--- src/sv/lws_pkg.sv ---
// Package for the latency window statistics block: command codes, sizes, types.
// Used by lws_front, lws_back and the top module.
`timescale 1ns / 1ps
package lws_pkg;
  localparam int Window = 1024;
  localparam int PtrW = $clog2(Window);
  localparam int CntW = $clog2(Window + 1);
  localparam int SumW = 32 + CntW;
  localparam int QDepth = 4;
  localparam int QPtrW = $clog2(QDepth);

  typedef enum logic [2:0] {
    CMD_PACKET = 3'd0,
    CMD_ORDER  = 3'd1,
    CMD_TRADE  = 3'd2,
    CMD_REJECT = 3'd3,
    CMD_SAMPLE = 3'd4,
    CMD_QUEUE  = 3'd5,
    CMD_SNAP   = 3'd6,
    CMD_NONE   = 3'd7
  } cmd_t;

  // item handed from front to back through the queue
  typedef struct packed {
    cmd_t        cmd;
    logic [31:0] value;
  } work_t;

  typedef enum logic [3:0] {
    ST_IDLE,
    ST_RDOLD,
    ST_WROLD,
    ST_SCAN,
    ST_DIV,
    ST_RANK,
    ST_RANKWAIT,
    ST_RANKCMP,
    ST_OUT
  } state_t;

  typedef struct packed {
    logic [63:0] packets;
    logic [63:0] orders;
    logic [63:0] trades;
    logic [63:0] rejections;
    logic [31:0] queue;
  } counts_t;
endpackage

--- src/sv/lws_front.sv ---
// Front end: accepts beats, updates the event counters, queues other work.
// Depends on lws_pkg.
`timescale 1ns / 1ps
module lws_front (
  input  logic                 clk,
  input  logic                 rst,
  input  logic                 in_valid,
  output logic                 in_stall,
  input  logic [2:0]           command,
  input  logic [31:0]          value,
  output lws_pkg::counts_t     counts,
  output logic                 q_valid,
  output lws_pkg::work_t       q_data,
  input  logic                 q_pop
);
  import lws_pkg::*;

  work_t            qmem [QDepth];
  logic [QPtrW-1:0] rd_ptr;
  logic [QPtrW-1:0] wr_ptr;
  logic [QPtrW:0]   level;
  logic             accept;
  logic             push;
  logic             snap_busy;
  counts_t          live;
  cmd_t             cmd;

  assign cmd      = cmd_t'(command);
  // one snapshot in flight at a time, so the counter copy it carries stays put
  assign in_stall = (level == (QPtrW + 1)'(QDepth)) || (snap_busy && cmd == CMD_SNAP);
  assign accept   = in_valid && !in_stall;
  // counter and queue-level commands are done here; samples and snapshots go back
  assign push     = accept && (cmd == CMD_SAMPLE || cmd == CMD_SNAP);
  assign q_valid  = (level != '0);
  assign q_data   = qmem[rd_ptr];

  always_ff @(posedge clk) begin
    if (rst) begin
      live      <= '0;
      counts    <= '0;
      snap_busy <= 1'b0;
      rd_ptr    <= '0;
      wr_ptr    <= '0;
      level     <= '0;
    end else begin
      if (accept) begin
        unique case (cmd)
          CMD_PACKET: live.packets    <= live.packets + 64'd1;
          CMD_ORDER:  live.orders     <= live.orders + 64'd1;
          CMD_TRADE:  live.trades     <= live.trades + 64'd1;
          CMD_REJECT: live.rejections <= live.rejections + 64'd1;
          CMD_QUEUE:  live.queue      <= value;
          CMD_SNAP:   counts          <= live;
          default: ;
        endcase
      end
      if (push && cmd == CMD_SNAP) begin
        snap_busy <= 1'b1;
      end else if (q_pop && q_data.cmd == CMD_SNAP) begin
        snap_busy <= 1'b0;
      end
      if (push) begin
        qmem[wr_ptr] <= '{cmd: cmd, value: value};
        wr_ptr       <= wr_ptr + QPtrW'(1);
      end
      if (q_pop) begin
        rd_ptr <= rd_ptr + QPtrW'(1);
      end
      level <= level + (QPtrW + 1)'(push) - (QPtrW + 1)'(q_pop);
    end
  end
endmodule

--- config.mk ---
export PLATFORM = sky130hd
export DESIGN_NAME = lws_front
export DESIGN_NICKNAME = d
export VERILOG_FILES = /design/src/sv/lws_pkg.sv /design/src/sv/lws_front.sv
export SDC_FILE = /design/constraint.sdc
export NUM_CORES = 1
export LEC_CHECK = 0
export BUFFER_PORTS_ARGS = -buffer_cell sky130_fd_sc_hd__buf_2
export CAP_MARGIN = 20
export CORE_AREA = 4 4 329 169
export DETAILED_ROUTE_END_ITERATION = 10
export DIE_AREA = 0 0 333 173
export GPL_TIMING_DRIVEN = 1
export PLACE_DENSITY = 0.75
export RECOVER_POWER = 100
export SLEW_MARGIN = 20
export SYNTH_ARGS = -nofsm -noshare
export SYNTH_HDL_FRONTEND = slang
export SYNTH_SLANG_ARGS = --single-unit
--- constraint.sdc ---
create_clock -name clk -period 3 [get_ports clk]
set_input_delay 0.15 -clock clk [delete_from_list [all_inputs] [get_ports clk]]
set_output_delay 0.15 -clock clk [all_outputs]
set_load 0.01 [all_outputs]
== Yosys cells after proc, flatten, opt, wreduce, memory -nomap -nowiden ==
Memories as Yosys holds them, arrays and structs flattened. A register that Yosys moved wholly into a read port is not among the register bits.
Index checks and enable logic that the tools add are counted.
Operators by class
  reductions and logical operators: 17
  muxes and demuxes: 7
  eq/ne operators: 8
  add/sub/neg operators: 8
Operators by type and width (count)
  $add 64x1->64 const B: 4
  $eq 3x3->1 const B: 5
  $reduce_and 2->1: 6
  $eq 3x2->1 const B: 2
  $logic_and 1x1->1: 5
  $mux 1: 5
  $add 2x1->2 const B: 2
  $mux 2: 2
  $add 3x1->3: 1
  $eq 3x1->1 const B: 1
  $logic_not 3->1: 1
  $reduce_bool 3->1: 1
  $sub 3x1->3: 1
  $logic_or 1x1->1: 2
  $reduce_bool 2->1: 1
  $logic_not 1->1: 1
Storage, ports and cells
  word-level logic and storage cells: 55
  RAM bits: 140
  memories kept: 1
  input port bits: 39
  bits in registers: 584
  output and inout bits: 325
Memories
  qmem: depth 4, width 35, rd ports 1, clocked after memory_dff 1, wr ports 1, line lws_front.sv:18  | work_t qmem [QDepth];

== Longest topological paths before layout ==
  depth after elaboration: 9
  gate-level depth with buffers: 11
  gate-level depth less buffers: 10

== Worst setup path before layout ==
No wires, ideal clock.
  kind: register to register
  start: register level[2]
  end: memory qmem[0][0] in the netlist's numbering, enable pin
  cell stages (with the launch flop): 7
  arrival time: 2301 ps
  library setup time: 396 ps
  clock period less this slack: 2697 ps
  path buffers: 1
  required time: 2604 ps
  slack: 303 ps
  cells stage by stage: dfxtp_1 nor3b_1 clkbuf_1 nor3b_1 inv_1 nor2_1 and2_1
On the way
  word-level cells in the longest chain between the ends: 8
Ends and longest elaborated chain
  from (decl): line lws_front.sv:21  | logic [QPtrW:0] level;
  from (signal assigned): line lws_front.sv:69  | level <= level + (QPtrW + 1)'(push) - (QPtrW + 1)'(q_pop);
  $eq 3x3->1: line lws_front.sv:30  | assign in_stall = (level == (QPtrW + 1)'(QDepth)) || (snap_busy && cmd == CMD_SNAP);
  $logic_or 1x1->1: line lws_front.sv:30
  $logic_not 1->1: line lws_front.sv:31  | assign accept = in_valid && !in_stall;
  $logic_and 1x1->1: line lws_front.sv:31
  $logic_and 1x1->1: line lws_front.sv:33  | assign push = accept && (cmd == CMD_SAMPLE || cmd == CMD_SNAP);
  $mux 1: line lws_front.sv:62  | if (push) begin
  $mux 1: line lws_front.sv:38  | if (rst) begin
  $mux 1 (implied by the code): line lws_front.sv:63  | qmem[wr_ptr] <= '{cmd: cmd, value: value};
  to (decl): line lws_front.sv:18
Every way passes these cells.

== Final worst setup path ==
  start: register live[107] in the netlist's numbering
  end: register live[145] in the netlist's numbering
On the way
  word-level cells in the longest chain between the ends: 1
Ends and longest elaborated chain
  from (decl): line lws_front.sv:25  | counts_t live;
  $add 64x1->64: line lws_front.sv:50  | CMD_TRADE: live.trades <= live.trades + 64'd1;
Every way passes these cells.
A chain may end at the register's enable or synchronous reset.

==> impl_metrics.env <==
export IMPL_crit_path_end_kind="register"
export IMPL_critical_path_s_largest_stage_delay_ns=0.80
export IMPL_rsz0062_at_grt="false"
export IMPL_antenna_found_initial=1
export IMPL_final_hold_worst_slack_ns=0.0710
export IMPL_critical_path_n_buffers_inverters=1
export IMPL_synth_cell_type_count=48
export IMPL_num_fill_cells=4593
export IMPL_place_detailed_hpwl_um=52400
export IMPL_yosysWarningCount=0
export IMPL_top_layer_used="met4"
export IMPL_critical_path_required_ns=3.52
export IMPL_synth_async_reset_ratio=0
export IMPL_dr_wl_met3_um=4880
export IMPL_yosys_register_bits=726
export IMPL_yosysSeqAreaShare=0.555
export IMPL_grtUsageTotal=0.257
export IMPL_critical_path_cell_chain="nand4_1 > or4_1 > nor4_4 > buf_4 > or4b_1 > a21oi_1"
export IMPL_timing_critical_path_fanout_max=11
export IMPL_cts_root_buffer_cell="clkbuf_16"
export IMPL_maximum_clock_rate_ghz=0.349
export IMPL_ios=364
export IMPL_core_region_area_um2=53000
export IMPL_cts_reportedPaths_clkPinSlew_ns=0.07
export IMPL_run_status="complete, but fails checks"
export IMPL_final_nets=3508
export IMPL_preCtsSetupSlack_ns=0.0991
export IMPL_drive_gt1_frac=0.0618
export IMPL_die_w_um=333
export IMPL_ys_dominant_reg_cell="dfxtp_1"
export IMPL_floorplan_die_area_um2=57600
export IMPL_critPathLaunchType="register"
export IMPL_gp_congestion=0.869
export IMPL_detail_route_vias_per_cell=5.78
export IMPL_synth_compound_gate_area_share=0.108
export IMPL_grt_pass1_wl_um=124000
export IMPL_failed_checks="capacitance limit, slew limit"
export IMPL_clock_tree_htree_level_count=2
export IMPL_layout_cell_area_non_filler_um2=33100
export IMPL_route_detailed_wl_per_inst_um=18.3
export IMPL_crit_family="simple AND/OR/NAND/NOR gates"
export IMPL_post_route_drc_count=0
export IMPL_floorplan_initialDensity=0.542
export IMPL_route_met2_wl_um=35500
export IMPL_critPathKind="register to register"
export IMPL_synth_top_family_by_area="simple AND/OR/NAND/NOR gates"
export IMPL_detail_route_wirelength_met1_um=34800
export IMPL_crit_slowest_cell="or4_1"
export IMPL_grt_pass1_vias=23200
export IMPL_dr_pass1_iters=6
export IMPL_synth_fp_nets=3185
export IMPL_clock_tree_from_tritoncts="yes"
export IMPL_post_synthesis_instance_area_um2=28700
export IMPL_fin_setup_tns_ns=0
export IMPL_detail_route_wirelength_um=77200
export IMPL_synth_area_top_cells="dfxtp_1 (41%), edfxtp_1 (15%), nand2_1 (9.6%)"
export IMPL_maximum_number_of_pins_on_one_net_before_global_route_repair=212
export IMPL_number_of_synthesized_flops_with_an_enable_pin=140
export IMPL_layout_overhead_on_the_synthesized_area_pct=15.2
export IMPL_timing_final_crit_share=0.956
export IMPL_worst_slack_ns=0.131
export IMPL_seqCellArea_um2=15900
export IMPL_die_y_um=173
export IMPL_synth_cells=3135
export IMPL_drt_iter0_markers=2416
export IMPL_core_rowCount=60
export IMPL_multi_input_area_um2=11900
export IMPL_number_of_cts_inserted_buffers=61
export IMPL_clock_sinks=726
export IMPL_min_path_type="primary input to register"
export IMPL_timing_final_max_slew_violations=95
export IMPL_syn_avg_cell_area_um2=9.16
export IMPL_synth_xor_xnor_area_share=0.0366
export IMPL_via_count=24432
export IMPL_antenna_violating_nets_post_route=0
export IMPL_cts_max_path_buffers=3
export IMPL_setup_viol=0
export IMPL_synth_area_leader_cell="dfxtp_1"
export IMPL_yosys_area_share_simple=0.235
export IMPL_commonest_non_fill_non_tap_cells_in_the_layout="nand2_1 (735), dfxtp_1 (585), a21oi_1 (458)"
export IMPL_total_leakage_power_uw=0.0101
export IMPL_cellPowerDensity_nw_per_um2=578
export IMPL_port_buffers=363
export IMPL_finalHoldViolations=0
export IMPL_worst_clock_skew_ns=0.0264
export IMPL_yosys_mux_area_fraction=0.0296
export IMPL_worst_skew_late_latency_ns=0.62
export IMPL_power_uw=19100
export IMPL_layout_commonest_cell="nand2_1"
export IMPL_adder_cell_area_share_of_the_yosys_netlist=0.00505
export IMPL_timing_slew_headroom=-0.310
export IMPL_placed_cell_area_um2=31200
export IMPL_drv_cap=1
export IMPL_arrival_ns=3.39
export IMPL_vdd_ir_drop_max_mv=0.475
export IMPL_fin_crit_ns=2.87
export IMPL_synth_top_cell_area_share=0.408
export IMPL_worst_slew_pin_transition_ns=1.96
export IMPL_grt_ovfl_total=0
## report_power, final
part	internal, µW	total, µW	switching [µW]
registers	9980	10000	49.1
logic	256	821	565
clock network	4670	8270	3600
## layer usage
| layer | vias to the layer above | track usage |
|---|---|---|
| li1 | 11653 | - |
| met1 | 11805 | 0.367 |
| met2 | 845 | 0.403 |
| met3 | 129 | 0.0437 |
| met4 | 0 | 0.0781 |
| met5 | - | 0 |
## final cells by class
class | count | area share
sequential | 726 | 0.482
multi-input combinational | 2185 | 0.360
antenna | 1 | 0.0000756
timing repair buffer | 448 | 0.0640
clock buffer | 86 | 0.0529
clock inverter | 29 | 0.0101
inverter | 36 | 0.00408
tap | 713 | 0.0270
## cells in the mapped netlist (all sizes together) (10+ instances only)
cell	instances
nand2	736
dfxtp	586
nand4b	13
inv	36
ha	10
xnor2	66
nor2	154
o21ai	89
buf	39
and4	33
nand4	95
mux4	35
clkbuf	149
or4	44
and3	25
nor3	39
and2	19
nor4	42
a21oi	458
or3	88
o31ai	40
edfxtp	140
xor2	54
nand3	97
## cells by family after synthesis
kind of cell,count (synthesis)
simple gates,1420
flops,726
compound gates,593
buf+inv,224
xor+xnor,120
mux,41
fa+ha+maj,11
## path summary, 6_finish.rpt
check | startpoint | slack (ns) | endpoint | depth (start not counted)
worst max-delay path | live[107] | 0.13 | live[145] | 6
worst min register to register | live[19] | 0.45 | counts[19] | 2
worst max register to register | live[107] | 0.13 | live[145] | 6
worst min-delay path | in_valid | 0.07 | live[225] | 4
## registers in the layout, summed over array words and instances (netlist names), named ones only
register,count
level,3
counts,288
snap_busy,1
live,288
wr_ptr,2
rd_ptr,2
qmem,140
## tightest hold or removal path, cell delays in order
cell     delay [ns]
buf_2          0.14
nor4b_2        0.20
nand3_1        0.08
a21oi_1        0.05
## metrics by stage
| step | util | std cells |
|---|---|---|
| floorplan | - | 3135 |
| global placement | 0.588 | 4071 |
| detailed placement | 0.588 | 4071 |
| CTS | 0.634 | 4223 |
| global route | 0.624 | 4224 |
| finish | 0.624 | 4224 |
## repair_timing
item / in CTS / in global routing
resized for setup: 0 / 2
buffers inserted: 0 / 0
endpoints found under the hold margin: 226 / 0
setup endpoints to repair: 0 / 2
hold buffers: 37 / 0
Power figures use the tool's default switching activity.
